$ cat src/rhsl_pkg.sv
// Shared types and constants for the RGB to hue / saturation / lightness converter.
package rhsl_pkg;

    // Output field widths
    localparam int HUE_BITS  = 13;
    localparam int SAT_BITS  = 8;
    localparam int LIT_BITS  = 8;

    // Hue scale: 1/16 degree, 60 degrees per sector, full turn of 360 degrees
    localparam int HUE_SECTOR = 960;
    localparam int HUE_TURN   = 5760;
    // Quotient bits of the hue offset (offset never exceeds HUE_SECTOR)
    localparam int HUE_QBITS  = 10;

    // Sector base angles
    localparam logic [HUE_BITS-1:0] HUE_BASE_R = HUE_BITS'(0);
    localparam logic [HUE_BITS-1:0] HUE_BASE_G = HUE_BITS'(2 * HUE_SECTOR);
    localparam logic [HUE_BITS-1:0] HUE_BASE_B = HUE_BITS'(4 * HUE_SECTOR);

    // Result bus width, packed fields rounded up to whole bytes
    localparam int M_TDATA_W = ((HUE_BITS + SAT_BITS + LIT_BITS + 7) / 8) * 8;

    // Per-pixel info that rides alongside the divider chain
    typedef struct packed {
        logic                grey;      // max equals min
        logic                neg;       // hue difference is negative
        logic [HUE_BITS-1:0] base;      // sector base angle
        logic [LIT_BITS-1:0] lightness; // final lightness value
    } rhsl_side_t;

endpackage

$ cat src/rgb_to_hue_saturation_lightness_core.sv
// Top level of the RGB to hue / saturation / lightness converter.
//
// Usage:
//   Input stream s_*: one RGB pixel per transaction, s_tdata holds red, green
//   and blue, CHANNEL_BITS each, red in the lowest bits.
//   Result stream m_*: one transaction per pixel, m_tdata holds hue (13 bits,
//   1/16 degree), saturation (8 bits) and lightness (8 bits), hue lowest.
//   Pipeline: front stage, N = max(CHANNEL_BITS, 10) division cells, result
//   register. Throughput: one pixel per cycle while not stalled. Each cell of
//   the chain retires one quotient bit of both divisions, so a new pixel
//   enters every cycle unless the chain holds (see Stall below).
//   Reset: aresetn low clears all valid flags; the pipe comes up empty and
//   s_tready is high.
//   Stall: while m_tvalid is high and m_tready low, the whole chain holds
//   and s_tready drops; nothing is lost or repeated.
module rgb_to_hue_saturation_lightness_core #(
    parameter int CHANNEL_BITS = 8
) (
    input  logic                                          aclk,
    input  logic                                          aresetn,
    input  logic                                          s_tvalid,
    output logic                                          s_tready,
    // red, green, blue (CHANNEL_BITS each), zero pad
    input  logic [((3*CHANNEL_BITS+7)/8)*8-1:0]           s_tdata,
    output logic                                          m_tvalid,
    input  logic                                          m_tready,
    // hue [12:0], saturation [20:13], lightness [28:21], zero pad
    output logic [rhsl_pkg::M_TDATA_W-1:0]                m_tdata
);
    import rhsl_pkg::*;

    localparam int CB = CHANNEL_BITS;
    localparam int N  = (CB > HUE_QBITS) ? CB : HUE_QBITS;

    logic                 advance;
    logic [CB-1:0]        red, green, blue;

    // Chain links, index 0 is the front stage output
    logic                 valid_a [0:N];
    rhsl_side_t           side_a  [0:N];
    logic [CB-1:0]        srem_a  [0:N];
    logic [N-1:0]         sq_a    [0:N];
    logic [CB-1:0]        sdiv_a  [0:N];
    logic [CB-1:0]        hrem_a  [0:N];
    logic [N-1:0]         hq_a    [0:N];
    logic [CB-1:0]        hdiv_a  [0:N];

    logic [HUE_BITS-1:0]  hue;
    logic [SAT_BITS-1:0]  saturation;
    logic [LIT_BITS-1:0]  lightness;

    // Whole pipe moves unless the result register is full and not taken
    assign advance  = !m_tvalid || m_tready;
    assign s_tready = advance;

    assign red   = s_tdata[CB-1:0];
    assign green = s_tdata[2*CB-1:CB];
    assign blue  = s_tdata[3*CB-1:2*CB];

    rhsl_front #(.CB(CB), .N(N)) u_front (
        .aclk      (aclk),
        .aresetn   (aresetn),
        .advance   (advance),
        .in_valid  (s_tvalid),
        .red       (red),
        .green     (green),
        .blue      (blue),
        .out_valid (valid_a[0]),
        .side_out  (side_a[0]),
        .srem      (srem_a[0]),
        .sq        (sq_a[0]),
        .sdiv      (sdiv_a[0]),
        .hrem      (hrem_a[0]),
        .hq        (hq_a[0]),
        .hdiv      (hdiv_a[0])
    );

    // Division cells, one quotient bit each
    for (genvar i = 0; i < N; i++) begin : g_cell
        rhsl_div_cell #(.CB(CB), .N(N)) u_cell (
            .aclk      (aclk),
            .aresetn   (aresetn),
            .advance   (advance),
            .in_valid  (valid_a[i]),
            .side_in   (side_a[i]),
            .srem_in   (srem_a[i]),
            .sq_in     (sq_a[i]),
            .sdiv_in   (sdiv_a[i]),
            .hrem_in   (hrem_a[i]),
            .hq_in     (hq_a[i]),
            .hdiv_in   (hdiv_a[i]),
            .out_valid (valid_a[i+1]),
            .side_out  (side_a[i+1]),
            .srem_out  (srem_a[i+1]),
            .sq_out    (sq_a[i+1]),
            .sdiv_out  (sdiv_a[i+1]),
            .hrem_out  (hrem_a[i+1]),
            .hq_out    (hq_a[i+1]),
            .hdiv_out  (hdiv_a[i+1])
        );
    end

    rhsl_back #(.CB(CB), .N(N)) u_back (
        .aclk       (aclk),
        .aresetn    (aresetn),
        .advance    (advance),
        .in_valid   (valid_a[N]),
        .side_in    (side_a[N]),
        .sq_in      (sq_a[N]),
        .hrem_in    (hrem_a[N]),
        .hq_in      (hq_a[N]),
        .out_valid  (m_tvalid),
        .hue        (hue),
        .saturation (saturation),
        .lightness  (lightness)
    );

    assign m_tdata = M_TDATA_W'({lightness, saturation, hue});

endmodule

$ cat src/rhsl_front.sv
// Input stage: max/min, sector select, dividend setup for both divisions.
module rhsl_front #(
    parameter int CB = 8,
    parameter int N  = 10
) (
    input  logic                  aclk,
    input  logic                  aresetn,
    input  logic                  advance,
    input  logic                  in_valid,
    input  logic [CB-1:0]         red,
    input  logic [CB-1:0]         green,
    input  logic [CB-1:0]         blue,
    output logic                  out_valid,
    output rhsl_pkg::rhsl_side_t  side_out,
    output logic [CB-1:0]         srem,
    output logic [N-1:0]          sq,
    output logic [CB-1:0]         sdiv,
    output logic [CB-1:0]         hrem,
    output logic [N-1:0]          hq,
    output logic [CB-1:0]         hdiv
);
    import rhsl_pkg::*;

    localparam int DW = N + CB;
    localparam int LW = (CB > LIT_BITS) ? CB : LIT_BITS;

    logic [CB-1:0]        mx, mn, delta, absd;
    logic signed [CB:0]   diff;
    logic [CB:0]          absd_full;
    logic [2*CB-1:0]      sat_prod;
    logic [DW-1:0]        sat_dvd, hue_dvd;
    logic [CB:0]          lit_sum;
    logic [LW-1:0]        lit_ext;
    logic [HUE_BITS-1:0]  base;
    rhsl_side_t           side_next;

    logic                 valid_reg;
    rhsl_side_t           side_reg;
    logic [CB-1:0]        srem_reg, sdiv_reg, hrem_reg, hdiv_reg;
    logic [N-1:0]         sq_reg, hq_reg;

    // Largest and smallest channel
    always_comb begin
        mx = red;
        mn = red;
        if (green > mx) mx = green;
        if (blue > mx) mx = blue;
        if (green < mn) mn = green;
        if (blue < mn) mn = blue;
        delta = mx - mn;
    end

    // Sector choice, ties go red then green then blue
    always_comb begin
        if (mx == red) begin
            base = HUE_BASE_R;
            diff = $signed({1'b0, green}) - $signed({1'b0, blue});
        end else if (mx == green) begin
            base = HUE_BASE_G;
            diff = $signed({1'b0, blue}) - $signed({1'b0, red});
        end else begin
            base = HUE_BASE_B;
            diff = $signed({1'b0, red}) - $signed({1'b0, green});
        end
        absd_full = diff[CB] ? (~diff + 1'b1) : diff;
        absd      = absd_full[CB-1:0];
    end

    // Dividends: full-scale times delta, and sector span times |diff|
    always_comb begin
        sat_prod = {delta, {CB{1'b0}}} - {{CB{1'b0}}, delta};
        sat_dvd  = DW'(sat_prod);
        hue_dvd  = DW'(absd) * DW'(HUE_SECTOR);
        lit_sum  = {1'b0, mx} + {1'b0, mn};
        lit_ext  = LW'(lit_sum[CB:1]);
        side_next.grey      = (delta == '0);
        side_next.neg       = diff[CB];
        side_next.base      = base;
        side_next.lightness = lit_ext[LIT_BITS-1:0];
    end

    // Control
    always_ff @(posedge aclk) begin
        if (!aresetn) begin
            valid_reg <= 1'b0;
        end else if (advance) begin
            valid_reg <= in_valid;
        end
    end

    // Payload; the quotient will be below 2^N, so the upper dividend bits seed the remainder
    always_ff @(posedge aclk) begin
        if (advance) begin
            side_reg <= side_next;
            srem_reg <= sat_dvd[DW-1:N];
            sq_reg   <= sat_dvd[N-1:0];
            sdiv_reg <= mx;
            hrem_reg <= hue_dvd[DW-1:N];
            hq_reg   <= hue_dvd[N-1:0];
            hdiv_reg <= delta;
        end
    end

    assign out_valid = valid_reg;
    assign side_out  = side_reg;
    assign srem      = srem_reg;
    assign sq        = sq_reg;
    assign sdiv      = sdiv_reg;
    assign hrem      = hrem_reg;
    assign hq        = hq_reg;
    assign hdiv      = hdiv_reg;

endmodule

$ cat src/rhsl_div_cell.sv
// One restoring-division step for both the saturation and hue quotients.
module rhsl_div_cell #(
    parameter int CB = 8,
    parameter int N  = 10
) (
    input  logic                  aclk,
    input  logic                  aresetn,
    input  logic                  advance,
    input  logic                  in_valid,
    input  rhsl_pkg::rhsl_side_t  side_in,
    input  logic [CB-1:0]         srem_in,
    input  logic [N-1:0]          sq_in,
    input  logic [CB-1:0]         sdiv_in,
    input  logic [CB-1:0]         hrem_in,
    input  logic [N-1:0]          hq_in,
    input  logic [CB-1:0]         hdiv_in,
    output logic                  out_valid,
    output rhsl_pkg::rhsl_side_t  side_out,
    output logic [CB-1:0]         srem_out,
    output logic [N-1:0]          sq_out,
    output logic [CB-1:0]         sdiv_out,
    output logic [CB-1:0]         hrem_out,
    output logic [N-1:0]          hq_out,
    output logic [CB-1:0]         hdiv_out
);
    import rhsl_pkg::*;

    logic [CB:0]    s_trial, h_trial;
    logic           s_ge, h_ge;
    logic [CB:0]    s_diff, h_diff;
    logic [CB-1:0]  srem_next, hrem_next;
    logic [N-1:0]   sq_next, hq_next;

    logic           valid_reg;
    rhsl_side_t     side_reg;
    logic [CB-1:0]  srem_reg, sdiv_reg, hrem_reg, hdiv_reg;
    logic [N-1:0]   sq_reg, hq_reg;

    // Shift in next dividend bit, subtract divisor if it fits, shift in quotient bit
    always_comb begin
        s_trial   = {srem_in, sq_in[N-1]};
        s_ge      = (s_trial >= {1'b0, sdiv_in});
        s_diff    = s_trial - {1'b0, sdiv_in};
        srem_next = s_ge ? s_diff[CB-1:0] : s_trial[CB-1:0];
        sq_next   = {sq_in[N-2:0], s_ge};

        h_trial   = {hrem_in, hq_in[N-1]};
        h_ge      = (h_trial >= {1'b0, hdiv_in});
        h_diff    = h_trial - {1'b0, hdiv_in};
        hrem_next = h_ge ? h_diff[CB-1:0] : h_trial[CB-1:0];
        hq_next   = {hq_in[N-2:0], h_ge};
    end

    // Control
    always_ff @(posedge aclk) begin
        if (!aresetn) begin
            valid_reg <= 1'b0;
        end else if (advance) begin
            valid_reg <= in_valid;
        end
    end

    // Payload
    always_ff @(posedge aclk) begin
        if (advance) begin
            side_reg <= side_in;
            srem_reg <= srem_next;
            sq_reg   <= sq_next;
            sdiv_reg <= sdiv_in;
            hrem_reg <= hrem_next;
            hq_reg   <= hq_next;
            hdiv_reg <= hdiv_in;
        end
    end

    assign out_valid = valid_reg;
    assign side_out  = side_reg;
    assign srem_out  = srem_reg;
    assign sq_out    = sq_reg;
    assign sdiv_out  = sdiv_reg;
    assign hrem_out  = hrem_reg;
    assign hq_out    = hq_reg;
    assign hdiv_out  = hdiv_reg;

`ifndef NO_ASSERTIONS
    // Partial remainder stays below the divisor for any non-grey pixel
    a_srem_bound: assert property (@(posedge aclk) disable iff (!aresetn)
        (valid_reg && !side_reg.grey) |-> (srem_reg < sdiv_reg))
        else $error("saturation remainder not below divisor");

    a_hrem_bound: assert property (@(posedge aclk) disable iff (!aresetn)
        (valid_reg && !side_reg.grey) |-> (hrem_reg < hdiv_reg))
        else $error("hue remainder not below divisor");

    // A stalled chain keeps its contents
    a_hold: assert property (@(posedge aclk) disable iff (!aresetn)
        (!advance && valid_reg) |=> (valid_reg && $stable(sq_reg) && $stable(hq_reg)
                                     && $stable(hrem_reg) && $stable(side_reg)))
        else $error("division cell changed while stalled");
`endif

endmodule

$ cat src/rhsl_back.sv
// Output stage: signs and wraps the hue offset, masks fields, holds the result transaction.
module rhsl_back #(
    parameter int CB = 8,
    parameter int N  = 10
) (
    input  logic                              aclk,
    input  logic                              aresetn,
    input  logic                              advance,
    input  logic                              in_valid,
    input  rhsl_pkg::rhsl_side_t              side_in,
    input  logic [N-1:0]                      sq_in,
    input  logic [CB-1:0]                     hrem_in,
    input  logic [N-1:0]                      hq_in,
    output logic                              out_valid,
    output logic [rhsl_pkg::HUE_BITS-1:0]     hue,
    output logic [rhsl_pkg::SAT_BITS-1:0]     saturation,
    output logic [rhsl_pkg::LIT_BITS-1:0]     lightness
);
    import rhsl_pkg::*;

    logic [HUE_QBITS:0]   mag;
    logic [HUE_BITS-1:0]  mag_ext, base_adj;
    logic [HUE_BITS-1:0]  hue_next;
    logic [SAT_BITS-1:0]  sat_next;

    logic                 valid_reg;
    logic [HUE_BITS-1:0]  hue_reg;
    logic [SAT_BITS-1:0]  sat_reg;
    logic [LIT_BITS-1:0]  lit_reg;

    // Floor of a negative quotient rounds away from zero when there is a remainder
    always_comb begin
        mag      = {1'b0, hq_in[HUE_QBITS-1:0]}
                 + (HUE_QBITS+1)'(side_in.neg && (hrem_in != '0));
        mag_ext  = HUE_BITS'(mag);
        base_adj = (side_in.neg && (side_in.base == HUE_BASE_R))
                 ? HUE_BITS'(HUE_TURN) : side_in.base;
        if (side_in.grey) begin
            hue_next = '0;
            sat_next = '0;
        end else begin
            hue_next = side_in.neg ? (base_adj - mag_ext) : (base_adj + mag_ext);
            sat_next = sq_in[SAT_BITS-1:0];
        end
    end

    // Control
    always_ff @(posedge aclk) begin
        if (!aresetn) begin
            valid_reg <= 1'b0;
        end else if (advance) begin
            valid_reg <= in_valid;
        end
    end

    // Result register
    always_ff @(posedge aclk) begin
        if (advance) begin
            hue_reg <= hue_next;
            sat_reg <= sat_next;
            lit_reg <= side_in.lightness;
        end
    end

    assign out_valid  = valid_reg;
    assign hue        = hue_reg;
    assign saturation = sat_reg;
    assign lightness  = lit_reg;

endmodule

$ cat config.mk
export PLATFORM = sky130hd
export DESIGN_NAME = rgb_to_hue_saturation_lightness_core
export DESIGN_NICKNAME = d
export VERILOG_FILES = /design/src/rhsl_pkg.sv /design/src/rgb_to_hue_saturation_lightness_core.sv /design/src/rhsl_front.sv /design/src/rhsl_div_cell.sv /design/src/rhsl_back.sv
export SDC_FILE = /design/constraint.sdc
export NUM_CORES = 1
export LEC_CHECK = 0
export CAP_MARGIN = 20
export CORE_MARGIN = 2
export CORE_UTILIZATION = 50
export DETAILED_ROUTE_END_ITERATION = 7
export DONT_BUFFER_PORTS = 1
export MAX_ROUTING_LAYER = met4
export SLEW_MARGIN = 10
export SYNTH_ARGS = -nofsm -noshare
export SYNTH_HDL_FRONTEND = slang
export SYNTH_SLANG_ARGS = --single-unit
$ cat constraint.sdc
create_clock -name aclk -period 30.2 [get_ports aclk]
set_clock_uncertainty 0.2 [all_clocks]
set_input_delay 4.53 -clock aclk [delete_from_list [all_inputs] [get_ports aclk]]
set_output_delay 4.53 -clock aclk [all_outputs]
set_load 0.005 [all_outputs]
* Word level (Yosys, flattened, before mapping)
Cells that the tools add are included.
** Operators by class
- Add/subtract/negate cells :: 29
- Multiply operators :: 1
- Divide/modulo/power cells :: 0
- Order comparisons :: 24
- Equal/unequal tests :: 2
- Shift-type cells :: 0
- Mux-type cells :: 29
- Bitwise operators :: 1
- Reductions and logical operators :: 7
** Operators by type and width (count)
- $mux W8 :: 23
- $ge A9 B8 Y1 :: 19
- $sub A8 B8 Y8 :: 19
- $sub A8 B8 Y9 :: 3
- $mux W13 :: 2
- $mux W9 :: 2
- $eq A8 B8 Y1 :: 2
- $gt A8 B8 Y1 :: 2
- $lt A8 B8 Y1 :: 2
- $sub A16 B8 Y16 :: 1
- $add A13 B11 Y13 :: 1
- $logic_not A13 Y1 :: 1
- $sub A13 B11 Y13 :: 1
- $mul A8 B4 Y12 const B :: 1
- $mux W12 :: 1
- $add A10 B1 Y11 :: 1
- $add A8 B8 Y9 :: 1
- $add A8 B1 Y8 const B :: 1
- $ge A7 B8 Y1 :: 1
- $logic_not A8 Y1 :: 1
- $not A8 Y8 :: 1
- $reduce_bool A8 Y1 :: 1
- $sub A7 B8 Y8 :: 1
- $mux W7 :: 1
- other kinds (3) :: 4
** Word-level totals
- Register bits :: 793
- Latch bits :: 0
- Bits in writable memories :: 0
- Memory bits (read-only) :: 0
- Output and inout bits :: 34
- Memories kept :: 0

* Longest topological paths before layout
Gate-level depths: netlist (run 1).
- Depth after elaboration :: 11
- Gate-level depth with buffers :: 38
- Mapped depth without buffers :: 33

* Cells and area by module
Synthesis (run 1) repeated with hierarchy kept, for this count alone.
** Second synthesis, totals
- Cells, all modules :: 2862
- Area total of the unflattened synthesis :: 40462.6 um^2
** Modules (own cells, without submodules)
- rhsl_div_cell (g_cell[1].u_cell ...) :: times used 6, cells an instance 204, area an instance 3248.1 um^2, seq. area each 2272.2 um^2
- rhsl_div_cell (g_cell[6].u_cell ...) :: times used 3, cells an instance 200, area an instance 3224.3 um^2, seq. area each 2272.2 um^2
- rhsl_front :: times used 1, cells an instance 610, area an instance 5831.8 um^2, seq. area each 1701.6 um^2
- rhsl_div_cell (g_cell[0].u_cell) :: times used 1, cells an instance 202, area an instance 3235.6 um^2, seq. area each 2272.2 um^2
- rhsl_back :: times used 1, cells an instance 221, area an instance 2200.9 um^2, seq. area each 890.9 um^2
- rgb_to_hue_saturation_lightness_core :: times used 1, cells an instance 5, area an instance 32.5 um^2, seq. area each 0.0 um^2

* Worst setup path before layout (run 1)
No wires, ideal clock.
- Path kind :: input to output
- Start point :: input port m_tready
- End point :: output port s_tready
- Data arrival time :: 22.264 ns
- Data required time :: 25.470 ns
- Setup slack :: 3.206 ns
- Cell stages on the path :: 3
- Path buffers :: 1
- Cells stage by stage :: nor2b_1 > inv_1 > clkbuf_1
** Between the ends
- Cells in the longest elaborated chain, start to end :: 1
** RTL lines
- start, declared :: RTL line rgb_to_hue_saturation_lightness_core.sv:26 : input logic m_tready,
- $logic_or A1 B1 Y1 :: RTL line rgb_to_hue_saturation_lightness_core.sv:53 : assign advance = !m_tvalid || m_tready;
- end, declared :: RTL line rgb_to_hue_saturation_lightness_core.sv:22 : output logic s_tready,
No other way between the ends.

* Final worst setup path (run 1)
- Start point :: input port s_tdata[10]
- End point :: register u_front.hrem_reg[7], in the netlist u_front.hrem[7] (data pin)
** Between the ends
- Cells in the longest elaborated chain, start to end :: 11
- Elaborated cells between the ends (all ways) :: 14
- Those cells by class :: add/sub (3); mul (1); order compare (2); eq/ne (2); mux (5); bitwise (1)
** RTL lines
- start, declared :: RTL line rgb_to_hue_saturation_lightness_core.sv:24 : input logic [((3*CHANNEL_BITS+7)/8)*8-1:0] s_tdata,
- $gt A8 B8 Y1 :: RTL line rhsl_front.sv:46 : if (green > mx) mx = green;
- $mux W8 :: RTL line rhsl_front.sv:46
- $gt A8 B8 Y1 :: RTL line rhsl_front.sv:47 : if (blue > mx) mx = blue;
- $mux W8 :: RTL line rhsl_front.sv:47
- $eq A8 B8 Y1 :: RTL line rhsl_front.sv:58 : end else if (mx == green) begin
- $mux W9 :: RTL line rhsl_front.sv:58
- $mux W9 * :: RTL line rhsl_front.sv:55 : if (mx == red) begin
- $not A8 Y8 :: RTL line rhsl_front.sv:65 : absd_full = diff[CB] ? (~diff + 1'b1) : diff;
- $add A8 B1 Y8 :: RTL line rhsl_front.sv:65
- $mux W8 * :: RTL line rhsl_front.sv:65
- named net u_front.absd_full[0] :: RTL line rhsl_front.sv:29 : logic [CB:0] absd_full;
- $mul A8 B4 Y12 * :: RTL line rhsl_front.sv:73 : hue_dvd = DW'(absd) * DW'(HUE_SECTOR);
- named net u_front.hue_dvd[17] :: RTL line rhsl_front.sv:31 : logic [DW-1:0] sat_dvd, hue_dvd;
- end signal, assigned :: RTL line rhsl_front.sv:98 : hrem_reg <= hue_dvd[DW-1:N];
- end, declared :: RTL line rhsl_front.sv:39 : logic [CB-1:0] srem_reg, sdiv_reg, hrem_reg, hdiv_reg;
The timed path passes the listed nets; every way through them passes the cells marked *.
A chain may end at the register's enable or synchronous reset.

==> flow_metrics.tcl, run 1 <==
set metrics [dict create \
    yosysUniqueCellTypes 74 \
    cp_data_required_time_ns 30.36 \
    slew_headroom 0.337 \
    avgRoutedWirePerCell_um 15.5 \
    ys_ff_latch 656 \
    grt_setup_unrepaired "no" \
    antenna_cells 0 \
    synth_edf_count 644 \
    yosysMostFrequentCell "edfxtp_1" \
    period_share 0.383 \
    synth_top_area_frac 0.598 \
    hold_buffers 0 \
    reg2regPathDepth 17 \
    yosysWarningCount 0 \
    ctsResizeCount 0 \
    cp_common_cell "a21oi_1" \
    fill_cells 5307 \
    grt_max_degree 92 \
    path_max_fanout 20 \
    synth_top_family_by_area "adder cells" \
    yosys.area_share.xor_xnor 0.0443 \
    async_flop_share 0 \
    path_class "in -> reg" \
    hold_path_end "g_cell[4].u_cell.sq_out[9]" \
    gp_congestion 0.884 \
    overflow 0 \
    min_path_cells 0 \
    ys_top_cells_by_area "edfxtp_1 (60%), ha_1 (9.4%), inv_1 (4.2%), o21ai_0 (3.2%), xor2_1 (2.3%)" \
    die-width_um 258 \
    dp_slack_ns 17.98 \
    seqCellArea_um2 19600 \
    ant_nets 0 \
    fin_crit_ns 11.57 \
    drtPass1Iterations 7 \
    end_kind "flop" \
    max_cap_violations 0 \
    hold_class "reg -> reg" \
    cp_slowest_cell "nor2_1" \
    cts_buffers 70 \
    hp-start "g_cell[3].u_cell.sq_out[8]" \
    nets 2923 \
    cts_tree "done" \
    cts.htree.levels 3 \
    synth_common_cells "edfxtp_1 (644), inv_1 (365), ha_1 (242)" \
    numClockSinks 656 \
    arrival_ns 11.73 \
    grt_pass1_wl_mm 90.0 \
    syn_area_um2 32400 \
    root_buffer "clkbuf_16" \
    wl_mm 54.7 \
    syn_inst 2575 \
    num_vias 18300 \
    cts_max_path_buffers 3 \
    dieHeight_um 258 \
    post-route-drc-count 0 \
    setup_slack_ns 18.63 \
    vias_per_cell 5.19 \
    cts_setup_buffers 0 \
    portBuffers 0 \
    largest_reg_flops 130 \
    syn_avg_cell_area_um2 12.6 \
    yosys.area_share.simple 0.0774 \
    initial_core_util 0.504 \
    critical_path.max_stage_delay_ns 0.71 \
    dpl.hpwl_mm 39.8 \
    synth_fa_ha_area_frac 0.113 \
    crit_buf_inv 4 \
    core-area_um2 64200 \
    startpoint_type "input port" \
    clk_latency_ns 0.61 \
    grt_antenna_before_repair 0 \
    drv_slew 0 \
    path_clk_slew_ns 0.06 \
    cp_top_family "compound AO/OA/AOI/OAI gates" \
    tightest_slew_ns 0.994 \
    muxShareOfSynthArea 0.0108 \
    yosysSeqAreaShare 0.605 \
    grt_pass1_vias 18700 \
    timing.rr.start "g_cell[9].u_cell.side_out[21]" \
    pin_count 62 \
    multi_input_area_um2 11200 \
    track_usage 0.172 \
    ys.flop_type "edfxtp_1" \
    rrSetupSlack_ns 25.59 \
    rows 93 \
    fmax_ghz 0.0865 \
    drtIter0Drc 951 \
    yosys.area.top_type "edfxtp_1" \
    rr_endpoint "u_back.hue[11]" \
    area_growth_pct 10.1 \
    finalHoldViolCount 0 \
    dieArea_um2 66800 \
    synth_compound_area_frac 0.100 \
    status "complete, no violations" \
    setup_tns_ns 0 \
    layout-drive-gt1-share 0.0560 \
    setup_violations 0 \
]
cells by family (layout without fill, tap and decap cells):
logic type	Yosys count	after routing
buffers and inverters	409	511
multiplexers	34	34
flip-flops	656	656
XOR/XNOR	161	161
AND/OR/NAND/NOR	518	518
adder cells (fa/ha/maj)	274	274
other	1	3
AO/OA/AOI/OAI	522	522
worst max path at each step:
stage / start / to / slack [ns] / cells after the start
after floorplan: m_tready / s_tready / 3.21 / 3
after global placement: s_tdata[10] / u_front.hrem[7] / 18.25 / 33
after detailed placement: s_tdata[10] / u_front.hrem[7] / 17.98 / 32
after CTS: s_tdata[10] / u_front.hrem[7] / 18.62 / 33
after global routing: s_tdata[10] / u_front.hrem[7] / 18.00 / 32
final: s_tdata[10] / u_front.hrem[7] / 18.63 / 33
metrics by stage:
stage / cell area, µm² / utilization / std cells / hold slack (ns)
after floorplan: 32400 / - / 2577 / 0.200
after global placement: 33300 / 0.519 / 3403 / 0.200
after detailed placement: 33300 / 0.519 / 3403 / 0.205
after CTS: 35600 / 0.554 / 3532 / 0.199
after global routing: 35600 / 0.555 / 3534 / 0.213
final: 35600 / 0.555 / 3534 / 0.204
metal layers:
layer | GRT usage | vias to the layer above | routed length, µm
met5 | - | - | 0
met4 | 0.0766 | 0 | 2070
met3 | 0.0258 | 119 | 1620
met2 | 0.305 | 234 | 28700
met1 | 0.191 | 8715 | 22300
li1 | - | 9259 | -
layout make-up:
type / instances / area share
Clock inverter: 48 / 0.0128
Tap cell: 855 / 0.0300
Sequential cell: 656 / 0.550
Clock buffer: 81 / 0.0503
Multi-Input combinational cell: 1512 / 0.314
Inverter: 366 / 0.0388
Timing Repair Buffer: 16 / 0.00393
cells in the final DEF (no fill, tap or decap), drive strengths merged, types with 11 or more instances in the layout:
master,count
a21boi,35
a21o,34
a21oi,114
and3,24
buf,16
clkbuf,81
clkinv,34
dfxtp,12
edfxtp,644
fa,31
ha,242
inv,370
mux2i,27
nand2,185
nand2b,15
nand3,23
nand4,36
nor2,115
nor2b,60
nor3,15
o211a,17
o21a,11
o21ai,209
o21bai,32
o31ai,38
or4,18
xnor2,73
xor2,88
Power of run 1 is left out: the tool's default activity adds up to more than one toggle a clock period on the data nets, which glitch-free logic cannot reach.
==> run 2, diff against run 1 <==
- PLACE_DENSITY: unset -> 0.68
- clock period: 30.2 -> 10.3 ns (I/O delays scaled with it)
==> run 2 against run 1 <==
Setup slack lost 17 ns. Core utilization decreased by 0.19 points. Register-to-register slack worse by 20 ns. Cell area shrank 0.34%. Die area stayed put. Worst hold slack gained 0.0050 ns.
==> flow_metrics.tcl, run 2 (synthesized netlist as in run 1, its figures left out) <==
set metrics [dict create \
    setup_tns_ns 0 \
    rows 93 \
    pin_count 62 \
    max_cap_violations 0 \
    grt_pass1_vias 18800 \
    area_growth_pct 9.71 \
    hold_class "reg -> reg" \
    grt_setup_unrepaired "no" \
    dpl.hpwl_mm 39.5 \
    final_common_cell "edfxtp_1" \
    cts_tree "done" \
    crit_buf_inv 6 \
    status "complete, no violations" \
    fmax_ghz 0.119 \
    layout-drive-gt1-share 0.0499 \
    largest_reg_flops 130 \
    wl_met3_mm 1.70 \
    end_kind "flop" \
    fill_cells 5147 \
    finalHoldViolCount 0 \
    timing.rr.start "g_cell[9].u_cell.side_out[21]" \
    overflow 0 \
    rr_endpoint "u_back.hue[11]" \
    drtPass1Iterations 5 \
    antenna_cells 0 \
    path_clk_slew_ns 0.06 \
    layout_common_cells "edfxtp_1 (644), inv_1 (364), ha_1 (242)" \
    cts_setup_buffers 0 \
    period_share 0.819 \
    highest_layer "met4" \
    gp_congestion 0.882 \
    track_usage 0.170 \
    min_path_cells 0 \
    arrival_ns 8.58 \
    numClockSinks 656 \
    post-route-drc-count 0 \
    ctsResizeCount 0 \
    avgRoutedWirePerCell_um 15.4 \
    met1_length_mm 21.1 \
    dieArea_um2 66800 \
    reg2regPathDepth 17 \
    num_vias 18400 \
    route.met2.wl_mm 29.8 \
    wl_mm 54.2 \
    drv_slew 0 \
    vias_per_cell 5.22 \
    cp_top_family "compound AO/OA/AOI/OAI gates" \
    cp_common_cell "a21oi_1" \
    drtIter0Drc 1155 \
    cts_max_path_buffers 3 \
    core-area_um2 64200 \
    hold_buffers 0 \
    setup_violations 0 \
    cts_buffers 68 \
    clk_latency_ns 0.61 \
    path_class "in -> reg" \
    hp-start "g_cell[2].u_cell.sq_out[7]" \
    critical_path.max_stage_delay_ns 0.60 \
    tightest_slew_ns 1.08 \
    fin_crit_ns 8.43 \
    cp_slowest_cell "fa_1" \
    root_buffer "clkbuf_16" \
    portBuffers 0 \
    slew_headroom 0.282 \
    initial_core_util 0.504 \
    cp_data_required_time_ns 10.44 \
    grt_max_degree 183 \
    grt_antenna_before_repair 0 \
    nets 2914 \
    path_max_fanout 20 \
    die-width_um 258 \
    grt_pass1_wl_mm 89.5 \
    cts.htree.levels 3 \
    rrSetupSlack_ns 5.67 \
    ant_nets 0 \
    startpoint_type "input port" \
    hold_path_end "g_cell[3].u_cell.sq_out[8]" \
    dieHeight_um 258 \
]
-- run 2: cell types whose count changed in the layout (fill, tap and decap cells not counted), moves of 2 or more --
cell | before | now
clkbuf_1 | 11 | 18
clkinv_1 | 14 | 9
clkinv_2 | 15 | 11
buf_4 | 15 | 7
inv_6 | 4 | 0
bufinv_16 | 6 | 4
buf_12 | 0 | 2
clkinv_4 | 2 | 0
clkinvlp_4 | 4 | 2
-- run 2: through the flow --
step,instance area (µm²),util,cells,hold slack (ns),worst slack [ns]
6_report,35500,0.553,3518,0.209,1.87
3_3_place_gp,33300,0.519,3397,0.200,1.49
5_1_grt,35500,0.553,3518,0.210,1.36
3_5_place_dp,33300,0.519,3397,0.205,1.28
2_1_floorplan,32400,-,2577,0.200,1.73
4_1_cts,35500,0.553,3517,0.205,1.91
-- run 2: worst max-delay path by stage --
stage | startpoint | to | slack (ns) | cells past startpoint
floorplan | s_tdata[10] | u_front.hrem[7] | 1.73 | 34
global placement | s_tdata[10] | u_front.hrem[7] | 1.49 | 33
detailed placement | s_tdata[15] | u_front.hrem[7] | 1.28 | 33
CTS | s_tdata[15] | u_front.hrem[7] | 1.91 | 33
global route | s_tdata[10] | u_front.hrem[7] | 1.36 | 33
finish | s_tdata[10] | u_front.hrem[7] | 1.87 | 33
-- run 2: layout make-up --
class	instances	area (µm²)	area share
clock buffers	89	1830	0.0516
clock inverters	31	333	0.00938
inverters	366	1380	0.0389
multi-input cells	1512	11200	0.316
flip-flops and latches	656	19600	0.552
well taps	855	1070	0.0301
repair buffers	9	92.6	0.00261
-- run 2: worst reg2reg max path, stage by stage, from the launching register on --
cell	delay, ns
edfxtp_1	0.66
inv_1	0.15
a21oi_1	0.15
ha_1	0.30
ha_1	0.36
xor2_1	0.15
nor3_1	0.19
a21boi_0	0.28
a31oi_1	0.17
o21bai_1	0.22
nor2_1	0.16
xnor2_1	0.14
ha_1	0.30
and2_1	0.17
a311o_1	0.32
a21oi_1	0.20
xor2_1	0.17
nor2_1	0.05
-- run 2: per-layer routing --
| layer | GRT usage | up-vias |
|---|---|---|
| met1 | 0.177 | 8764 |
| li1 | - | 9228 |
| met4 | 0.0649 | 0 |
| met5 | - | - |
| met2 | 0.319 | 276 |
| met3 | 0.0271 | 107 |
Power of run 2 is left out for the same reason.
